==> src/rtl/core/mrbt_pkg.sv <==
// ----------------------------------------------------------------------------
// mrbt_pkg: shared types and constants of the main RAM burst timing port
// Size codes, latency constants, reset values and the decoded access word.
// ----------------------------------------------------------------------------
package mrbt_pkg;

  // default widths handed to the top level
  localparam int TIME_BITS_DEF = 64;
  localparam int ADDR_BITS_DEF = 22;

  // access size codes; code three falls in with 32 bit
  localparam logic [1:0] SIZE_B8  = 2'd0;
  localparam logic [1:0] SIZE_B16 = 2'd1;
  localparam logic [1:0] SIZE_B32 = 2'd2;

  // access direction
  localparam logic OP_READ  = 1'b0;
  localparam logic OP_WRITE = 1'b1;

  // burst limit after reset
  localparam logic [7:0] BURST_LIMIT_RST = 8'd241;

  // chunk position (address bits 4:1) from which a burst counts as late
  localparam logic [3:0] LATE_POS_MIN = 4'hD;

  // latencies in cycles
  typedef logic [2:0] mrbt_lat_t;
  localparam mrbt_lat_t LAT_SEQ        = 3'd1;
  localparam mrbt_lat_t LAT_RD_NARROW  = 3'd4;
  localparam mrbt_lat_t LAT_RD_WIDE    = 3'd5;
  localparam mrbt_lat_t LAT_WR_HALF    = 3'd2;
  localparam mrbt_lat_t LAT_WR_OTHER   = 3'd3;
  localparam mrbt_lat_t GAP_RD_WIDE    = 3'd2;
  localparam mrbt_lat_t BUSY_RD        = 3'd3;
  localparam mrbt_lat_t BUSY_WR_HALF   = 3'd6;
  localparam mrbt_lat_t BUSY_WR_OTHER  = 3'd5;

  // decoded access word
  typedef struct packed {
    logic is_write;
    logic wide;
    logic half;
    logic seq_req;
    logic chunk_start;
    logic late_pos;
  } mrbt_op_t;

endpackage

==> src/rtl/core/main_ram_burst_timing.sv <==
// Pipeline: each word passes the input register, then the result register.
// Throughput: one word per cycle while the result stage is not held by
//   out_ready; the burst state is committed as each word leaves the input
//   stage, and the next word, loaded at that edge, sees the new state.
// Reset: rst_n synchronous, active low; clears the burst state and both
//   pipeline valids, and loads the burst limit with 241.
// ----------------------------------------------------------------------------
// main_ram_burst_timing: main RAM burst timing port
// Input register, one-pass timing datapath with burst state, result register.
// ----------------------------------------------------------------------------
module main_ram_burst_timing import mrbt_pkg::*; #(
  parameter int TIME_BITS = TIME_BITS_DEF,
  parameter int ADDR_BITS = ADDR_BITS_DEF
) (
  input  logic                 clk,
  input  logic                 rst_n,
  input  logic                 cfg_wr_en,
  input  logic [7:0]           cfg_wr_data,
  input  logic                 in_valid,
  output logic                 in_ready,
  input  logic                 in_operation,
  input  logic [TIME_BITS-1:0] in_now,
  input  logic [ADDR_BITS-1:0] in_address,
  input  logic [1:0]           in_size,
  input  logic                 in_seq_request,
  output logic                 out_valid,
  input  logic                 out_ready,
  output logic [TIME_BITS-1:0] out_finish_time,
  output logic                 out_seq_granted
);

  mrbt_op_t             in_op;
  mrbt_op_t             op_r;
  logic [TIME_BITS-1:0] now_r;
  logic                 s1_valid_r;
  logic                 out_valid_r;
  logic [TIME_BITS-1:0] finish_r;
  logic                 seq_r;
  logic                 advance;
  logic [TIME_BITS-1:0] finish_time;
  logic                 seq_granted;

  // decode ahead of the input register
  mrbt_decode #(.ADDR_BITS(ADDR_BITS)) u_decode (
    .operation   (in_operation),
    .address     (in_address),
    .size        (in_size),
    .seq_request (in_seq_request),
    .op          (in_op)
  );

  // handshake
  assign advance  = s1_valid_r && (!out_valid_r || out_ready);
  assign in_ready = !s1_valid_r || advance;

  // input stage
  always_ff @(posedge clk) begin
    if (!rst_n) begin
      s1_valid_r <= 1'b0;
    end else if (in_ready) begin
      s1_valid_r <= in_valid;
    end
  end

  always_ff @(posedge clk) begin
    if (in_ready && in_valid) begin
      op_r  <= in_op;
      now_r <= in_now;
    end
  end

  // timing datapath
  mrbt_timing #(.TIME_BITS(TIME_BITS)) u_timing (
    .clk         (clk),
    .rst_n       (rst_n),
    .cfg_wr_en   (cfg_wr_en),
    .cfg_wr_data (cfg_wr_data),
    .fire        (advance),
    .op          (op_r),
    .now         (now_r),
    .finish_time (finish_time),
    .seq_granted (seq_granted)
  );

  // result stage
  always_ff @(posedge clk) begin
    if (!rst_n) begin
      out_valid_r <= 1'b0;
    end else if (advance) begin
      out_valid_r <= 1'b1;
    end else if (out_ready) begin
      out_valid_r <= 1'b0;
    end
  end

  always_ff @(posedge clk) begin
    if (advance) begin
      finish_r <= finish_time;
      seq_r    <= seq_granted;
    end
  end

  assign out_valid       = out_valid_r;
  assign out_finish_time = finish_r;
  assign out_seq_granted = seq_r;

endmodule

==> src/rtl/core/mrbt_decode.sv <==
// ----------------------------------------------------------------------------
// mrbt_decode: access decoder
// Turns the raw input fields into the decoded access word.
// ----------------------------------------------------------------------------
module mrbt_decode import mrbt_pkg::*; #(
  parameter int ADDR_BITS = ADDR_BITS_DEF
) (
  input  logic                 operation,
  input  logic [ADDR_BITS-1:0] address,
  input  logic [1:0]           size,
  input  logic                 seq_request,
  output mrbt_op_t             op
);

  logic [3:0] pos;

  assign pos = address[4:1];

  // field decode: direction, sequential request, chunk position and size
  always_comb begin
    op.is_write    = (operation == OP_WRITE);
    op.seq_req     = seq_request;
    op.chunk_start = (pos == 4'd0);
    op.late_pos    = (pos >= LATE_POS_MIN);
    unique case (size)
      SIZE_B8: begin
        op.wide = 1'b0;
        op.half = 1'b0;
      end
      SIZE_B16: begin
        op.wide = 1'b0;
        op.half = 1'b1;
      end
      SIZE_B32: begin
        op.wide = 1'b1;
        op.half = 1'b0;
      end
      default: begin
        op.wide = 1'b1;
        op.half = 1'b0;
      end
    endcase
  end

endmodule

==> src/rtl/core/mrbt_timing.sv <==
// ----------------------------------------------------------------------------
// mrbt_timing: burst state and finish time datapath
// Holds the burst state and the limit register, works out the finish time
// and the granted sequential flag of the word in the input stage, and
// commits the state when that word moves on.
// ----------------------------------------------------------------------------
module mrbt_timing import mrbt_pkg::*; #(
  parameter int TIME_BITS = TIME_BITS_DEF
) (
  input  logic                 clk,
  input  logic                 rst_n,
  input  logic                 cfg_wr_en,
  input  logic [7:0]           cfg_wr_data,
  input  logic                 fire,
  input  mrbt_op_t             op,
  input  logic [TIME_BITS-1:0] now,
  output logic [TIME_BITS-1:0] finish_time,
  output logic                 seq_granted
);

  logic [7:0]           burst_limit_r;
  logic                 last_was_read_r;
  logic [TIME_BITS-1:0] burst_start_r;
  logic                 late_flag_r;
  logic [TIME_BITS-1:0] last_access_r;
  logic [TIME_BITS-1:0] busy_until_r;

  logic [TIME_BITS-1:0] age;
  logic                 too_long;
  logic                 seq_dir;
  logic [TIME_BITS-1:0] t_start;
  mrbt_lat_t            lat;
  logic [TIME_BITS-1:0] t_lat;
  logic [TIME_BITS-1:0] floor_t;
  mrbt_lat_t            busy_lat;
  logic [TIME_BITS-1:0] busy_until_nxt;

  // sequential grant: same direction, burst young enough, no late wrap
  assign seq_dir     = op.seq_req && (op.is_write != last_was_read_r);
  assign age         = now - burst_start_r;
  assign too_long    = age > TIME_BITS'(burst_limit_r);
  assign seq_granted = seq_dir && !too_long && !(late_flag_r && op.chunk_start);

  // a new burst waits for the RAM to go idle
  assign t_start = (!seq_granted && (now < busy_until_r)) ? busy_until_r : now;

  // access latency
  always_comb begin
    if (seq_granted) begin
      lat = LAT_SEQ;
    end else if (op.is_write) begin
      lat = op.half ? LAT_WR_HALF : LAT_WR_OTHER;
    end else begin
      lat = op.wide ? LAT_RD_WIDE : LAT_RD_NARROW;
    end
  end

  assign t_lat   = t_start + TIME_BITS'(lat);
  assign floor_t = last_access_r + TIME_BITS'(GAP_RD_WIDE);

  // sequential wide reads keep a minimum spacing from the last read
  always_comb begin
    if (seq_granted && !op.is_write && op.wide && (t_lat < floor_t)) begin
      finish_time = floor_t;
    end else begin
      finish_time = t_lat;
    end
  end

  // busy window after the access
  always_comb begin
    if (op.is_write) begin
      busy_lat = op.half ? BUSY_WR_HALF : BUSY_WR_OTHER;
    end else begin
      busy_lat = BUSY_RD;
    end
  end

  assign busy_until_nxt = finish_time + TIME_BITS'(busy_lat);

  // limit register
  always_ff @(posedge clk) begin
    if (!rst_n) begin
      burst_limit_r <= BURST_LIMIT_RST;
    end else if (cfg_wr_en) begin
      burst_limit_r <= cfg_wr_data;
    end
  end

  // burst state commit
  always_ff @(posedge clk) begin
    if (!rst_n) begin
      last_was_read_r <= 1'b0;
      burst_start_r   <= '0;
      late_flag_r     <= 1'b0;
      last_access_r   <= '0;
      busy_until_r    <= '0;
    end else if (fire) begin
      last_was_read_r <= !op.is_write;
      busy_until_r    <= busy_until_nxt;
      if (!seq_granted) begin
        burst_start_r <= t_start;
        late_flag_r   <= op.late_pos;
      end
      if (!op.is_write) begin
        last_access_r <= finish_time;
      end
    end
  end

  // checks
  a_seq_needs_req: assert property (@(posedge clk) disable iff (!rst_n)
    seq_granted |-> op.seq_req)
    else $error("sequential granted without request");

  a_seq_keeps_burst: assert property (@(posedge clk) disable iff (!rst_n)
    fire && seq_granted |=> $stable(burst_start_r) && $stable(late_flag_r))
    else $error("sequential word restarted the burst");

  a_write_keeps_last: assert property (@(posedge clk) disable iff (!rst_n)
    fire && op.is_write |=> $stable(last_access_r))
    else $error("write moved the last read time");

  a_read_sets_last: assert property (@(posedge clk) disable iff (!rst_n)
    fire && !op.is_write |=> last_access_r == $past(finish_time))
    else $error("read did not record its finish time");

  a_dir_tracked: assert property (@(posedge clk) disable iff (!rst_n)
    fire |=> last_was_read_r == !$past(op.is_write))
    else $error("direction not tracked");

endmodule
==> config.mk <==
export PLATFORM = sky130hd
export DESIGN_NAME = main_ram_burst_timing
export DESIGN_NICKNAME = d
export VERILOG_FILES = /design/src/rtl/core/mrbt_pkg.sv /design/src/rtl/core/main_ram_burst_timing.sv /design/src/rtl/core/mrbt_decode.sv /design/src/rtl/core/mrbt_timing.sv
export SDC_FILE = /design/constraint.sdc
export NUM_CORES = 1
export LEC_CHECK = 0
export ABC_AREA = 0
export BUFFER_PORTS_ARGS = -buffer_cell sky130_fd_sc_hd__buf_2
export CAP_MARGIN = 20
export CORE_ASPECT_RATIO = 0.75
export CORE_UTILIZATION = 30
export CTS_BUF_LIST = sky130_fd_sc_hd__clkbuf_8
export DETAILED_ROUTE_END_ITERATION = 8
export GPL_ROUTABILITY_DRIVEN = 0
export GPL_TIMING_DRIVEN = 0
export PLACE_DENSITY = 0.52
export SYNTH_ARGS = -nofsm -noshare
export SYNTH_HDL_FRONTEND = slang
export SYNTH_SLANG_ARGS = --single-unit
==> constraint.sdc <==
create_clock -name clk -period 25.1 [get_ports clk]
set_input_delay 2.51 -clock clk [delete_from_list [all_inputs] [get_ports clk]]
set_output_delay 2.51 -clock clk [all_outputs]
set_load 0.005 [all_outputs]
==> impl_metrics.xml <==
<?xml version="1.0" encoding="UTF-8"?>
<metrics>
  <group name="drt">
    <metric name="route.detailed.drc" unit="">0</metric>
    <metric name="via_count" unit="">27900</metric>
    <metric name="drtPass1Iterations" unit="">6</metric>
    <metric name="route.antenna.remaining_nets" unit="">0</metric>
    <metric name="route.detailed.wl_per_inst" unit="um">22.7</metric>
    <metric name="via_per_instance_ratio" unit="">5.60</metric>
    <metric name="detail_route.wirelength" unit="um">113000</metric>
    <metric name="drt_first_iter_violations" unit="">3560</metric>
  </group>
  <group name="clock_tree">
    <metric name="number_of_buffers_created_by_cts" unit="">58</metric>
    <metric name="post_cts_hold_buffer_count" unit="">0</metric>
    <metric name="post_cts.resized_instances" unit="">0</metric>
    <metric name="h-tree-depth" unit="">2</metric>
    <metric name="clock_pin_slew_reported_for_the_worst_setup_and_hold_paths_after_clock_tree_synthesis" unit="ns">0.07</metric>
    <metric name="clockBufferDepth" unit="">3</metric>
    <metric name="cts_num_sinks" unit="">339</metric>
    <metric name="post_cts_buffers" unit="">0</metric>
    <metric name="worst_skew_pair.late_latency" unit="ns">0.70</metric>
    <metric name="cts_tree" unit="">yes</metric>
    <metric name="root_buffer" unit="">clkbuf_8</metric>
  </group>
  <group name="logic_synthesis">
    <metric name="synthesis.area" unit="mm^2">0.0276</metric>
    <metric name="seq_area_frac_synth" unit="%">29.5</metric>
    <metric name="syn_nets" unit="">3812</metric>
    <metric name="synth-edff-count" unit="">135</metric>
    <metric name="ys_warn_count" unit="">0</metric>
    <metric name="synth.avg_cell_area" unit="um^2">7.88</metric>
    <metric name="netlist_instances" unit="">3502</metric>
    <metric name="ys_types" unit="">107</metric>
    <metric name="primary_flip_flop_cell_chosen_by_synthesis_mapping" unit="">dfxtp_1</metric>
    <metric name="postSynthRegisterBits" unit="">339</metric>
    <metric name="async_reset_ff_share" unit="%">0</metric>
  </group>
  <group name="cells_and_area">
    <metric name="post_route_cells_drive_above_1_share" unit="%">10.0</metric>
    <metric name="stdcell_area" unit="mm^2">0.0313</metric>
    <metric name="final_net_count" unit="">4029</metric>
    <metric name="final.fill_count" unit="">9715</metric>
    <metric name="synthToLayoutAreaGrowth" unit="%">13.4</metric>
  </group>
  <group name="grt">
    <metric name="gr-usage-all-layers" unit="%">23.3</metric>
    <metric name="grt_pass1_wl" unit="um">164000</metric>
    <metric name="globalRouteOverflowTotal" unit="">0</metric>
    <metric name="grt_start_max_net_pins" unit="">64</metric>
    <metric name="busiest_layer" unit="">met1</metric>
    <metric name="grt.met1_usage" unit="%">35.2</metric>
    <metric name="grt_pass1_vias" unit="">25100</metric>
    <metric name="antenna_found_initial" unit="">0</metric>
    <metric name="grtUsageMet3" unit="%">6.82</metric>
    <metric name="grtUsageMet2" unit="%">32.4</metric>
  </group>
  <group name="hold_path">
    <metric name="timing.hold.worst.class" unit="">flip-flop to flip-flop</metric>
  </group>
  <group name="floorplanning">
    <metric name="die_height" unit="um">265</metric>
    <metric name="core.rowCount" unit="">95</metric>
    <metric name="design.portCount" unit="">170</metric>
    <metric name="die_width" unit="um">352</metric>
    <metric name="floorplan_core_area" unit="mm^2">0.0903</metric>
    <metric name="area_of_the_die" unit="mm^2">0.0932</metric>
    <metric name="initial_utilization" unit="%">30.6</metric>
  </group>
  <group name="sta">
    <metric name="final_min_period_over_clock_period" unit="%">84.1</metric>
    <metric name="slew_headroom" unit="%">19.1</metric>
    <metric name="finalMaxSlewViolations" unit="">0</metric>
    <metric name="hold_violations" unit="">0</metric>
    <metric name="finalCriticalPeriod" unit="ns">21.10</metric>
    <metric name="clock.fmax" unit="MHz">47.4</metric>
    <metric name="final.setup_skew" unit="ns">0.0244</metric>
    <metric name="unrepaired_setup_endpoints_after_global_routing" unit="">false</metric>
    <metric name="tightest_slew" unit="ns">1.21</metric>
    <metric name="finalSetupViolCount" unit="">0</metric>
    <metric name="final.setup.tns" unit="ns">0</metric>
  </group>
  <group name="place">
    <metric name="place_hpwl" unit="um">93100</metric>
    <metric name="postPlaceCellArea" unit="mm^2">0.0300</metric>
    <metric name="numPortBuffers" unit="">150</metric>
  </group>
  <group name="flow_run">
    <metric name="timing.max_cap.violations" unit="">0</metric>
  </group>
  <group name="setup_path">
    <metric name="path_max_fanout" unit="">10</metric>
    <metric name="critical_path.endpoint_type" unit="">flip-flop</metric>
    <metric name="timing.critical_path.slowest_cell_delay" unit="ns">0.74</metric>
    <metric name="criticalPathCategory" unit="">flip-flop to flip-flop</metric>
    <metric name="crit_arrival" unit="ns">21.71</metric>
    <metric name="cp.required" unit="ns">25.71</metric>
    <metric name="critical_path.most_common_cell" unit="">a21oi_1</metric>
    <metric name="critPathLaunchType" unit="">flip-flop</metric>
    <metric name="crit_path_top_delay_cell" unit="">nor4b_2</metric>
  </group>
  <group name="power">
    <metric name="irDropWorstVdd" unit="mV">0.0394</metric>
    <metric name="power_density" unit="mW/mm^2">59.2</metric>
    <metric name="intPower" unit="mW">1.14</metric>
    <metric name="sequentialPowerShare" unit="%">35.1</metric>
    <metric name="pwr-share-clk" unit="%">30.9</metric>
    <metric name="power.switching" unit="mW">0.712</metric>
    <metric name="power.switching_fraction" unit="%">38.4</metric>
    <metric name="leakagePower" unit="nW">11.3</metric>
    <metric name="power.combinational.fraction" unit="%">34.0</metric>
  </group>
  <group name="run_status">
    <metric name="outcome" unit="">completed</metric>
  </group>
</metrics>
[path summary, 6_finish.rpt]
path                                                from                                     end  slack, ns  depth (start not counted)
setup / recovery                     now_r[36]$_DFFE_PP_  u_timing.busy_until_r[50]$_SDFFE_PN0P_       4.00                         57
hold / removal    u_timing.busy_until_r[20]$_SDFFE_PN0P_  u_timing.busy_until_r[20]$_SDFFE_PN0P_       0.46                          2
setup reg to reg                     now_r[36]$_DFFE_PP_  u_timing.busy_until_r[50]$_SDFFE_PN0P_       4.00                         57
hold reg to reg   u_timing.busy_until_r[20]$_SDFFE_PN0P_  u_timing.busy_until_r[20]$_SDFFE_PN0P_       0.46                          2
[cells by family after synthesis]
group                      Yosys count  share of synthesized area (%)
and+or+nand+nor                   1395                           24.7
AOI/OAI and AO/OA                  910                           21.4
buffers and inverters              365                           5.43
DFF                                339                           29.5
adders and majority gates          207                           9.47
xor gates and xnor gates           206                           6.54
muxes                               80                           3.00
[power by group through the flow]
stage | combinational [mW] | clock (mW) | sequential [mW]
3_3_place_gp | 0.603 | 0 | 0.664
6_report | 0.630 | 0.572 | 0.651
2_1_floorplan | 0.410 | 0 | 0.650
3_5_place_dp | 0.606 | 0 | 0.663
5_1_grt | 0.681 | 0.615 | 0.655
4_1_cts | 0.612 | 0.589 | 0.651
[state kept, by name (all words and copies together) (netlist names)]
name / cells
now_r: 64
out_finish_time: 64
u_timing.burst_start_r: 64
u_timing.busy_until_r: 64
u_timing.last_access_r: 64
u_timing.burst_limit_r: 8
op_r: 6
out_seq_granted: 1
out_valid: 1
s1_valid_r: 1
u_timing.last_was_read_r: 1
u_timing.late_flag_r: 1
[layout by cell type, fill, tap and decap left out, types with 41 or more instances in the layout]
cell / count
a211oi_1: 73
a21o_1: 66
a21oi_1: 294
and3_1: 41
buf_2: 177
clkbuf_1: 117
clkbuf_8: 73
dfxtp_1: 204
edfxtp_1: 135
ha_1: 204
inv_1: 203
mux2i_1: 61
nand2_1: 403
nand3_1: 127
nand4_1: 124
nor2_1: 379
nor3_1: 89
o211ai_1: 55
o21ai_0: 175
xnor2_1: 100
xor2_1: 106
[cell type report]
type,instances,area [um^2],area share [%]
multi-input cells,2798,18000,57.4
well taps,1212,1520,4.84
inverters,192,721,2.30
flip-flops and latches,339,8140,26.0
plain buffers,173,781,2.49
clock inverters,36,305,0.975
clock buffers,73,1000,3.21
repair buffers,157,866,2.77
diodes,1,2.50,0.00799
[critical path: cells and delay by family (launching register included)]
family	cells	cell delay (ns)
compound gates	17	5.67
xor+xnor	2	0.35
fa+ha+maj	4	1.42
buf+inv	13	5.09
flops	1	0.57
mux	1	0.46
simple gates	20	7.37
[Yosys cell counts, types with 8 or more instances]
| library cell | n | area [um^2] |
|---|---|---|
| a311oi_1 | 11 | 96.3 |
| o21ai_0 | 175 | 876 |
| o21bai_1 | 10 | 75.1 |
| clkbuf_1 | 118 | 443 |
| o2111ai_1 | 13 | 114 |
| o221ai_1 | 8 | 70.1 |
| o211ai_1 | 55 | 413 |
| a21boi_0 | 10 | 75.1 |
| mux2i_1 | 61 | 611 |
| buf_4 | 12 | 90.1 |
| a2111oi_0 | 13 | 114 |
| nand2b_1 | 16 | 100 |
| o22ai_1 | 10 | 62.6 |
| nor2b_1 | 25 | 156 |
| or3_1 | 31 | 194 |
| a211oi_1 | 73 | 548 |
| buf_1 | 10 | 37.5 |
| inv_1 | 188 | 706 |
| and2_1 | 23 | 144 |
| o21ai_1 | 18 | 90.1 |
| o21a_1 | 33 | 248 |
| nor2_1 | 379 | 1420 |
| a31oi_1 | 13 | 81.3 |
| a21o_1 | 66 | 495 |
| nor3_1 | 90 | 450 |
| nor4b_1 | 8 | 70.1 |
| and4_1 | 17 | 149 |
| edfxtp_1 | 135 | 4050 |
| nand2_1 | 403 | 1510 |
| nand4_1 | 124 | 776 |
| nor4_1 | 28 | 175 |
| or2_2 | 13 | 81.3 |
| buf_2 | 27 | 135 |
| mux2_2 | 17 | 191 |
| xnor2_1 | 100 | 876 |
| a21oi_1 | 294 | 1470 |
| dfxtp_1 | 204 | 4080 |
| xor2_1 | 106 | 928 |
| nand3_1 | 127 | 636 |
| and3_1 | 41 | 257 |
| o31ai_1 | 17 | 128 |
| ha_1 | 204 | 2550 |
[per-stage QoR]
stage	hold WS, ns	setup slack (ns)	power [mW]	utilization (%)	instances
6_report	0.465	4.00	1.85	34.7	4981
3_5_place_dp	0.458	4.88	1.27	33.2	4869
2_1_floorplan	0.436	11.42	1.06	-	3502
5_1_grt	0.484	3.35	1.95	34.7	4980
3_3_place_gp	0.454	4.26	1.27	33.1	4864
4_1_cts	0.467	4.74	1.85	34.6	4978
[metal layers]
layer / up-vias / share of wire [%]
li1: 13200 / -
met1: 13200 / 47
met2: 1354 / 39
met3: 117 / 12
met4: 0 / 1.7
met5: - / 0
(Power assumes the default switching activity.)
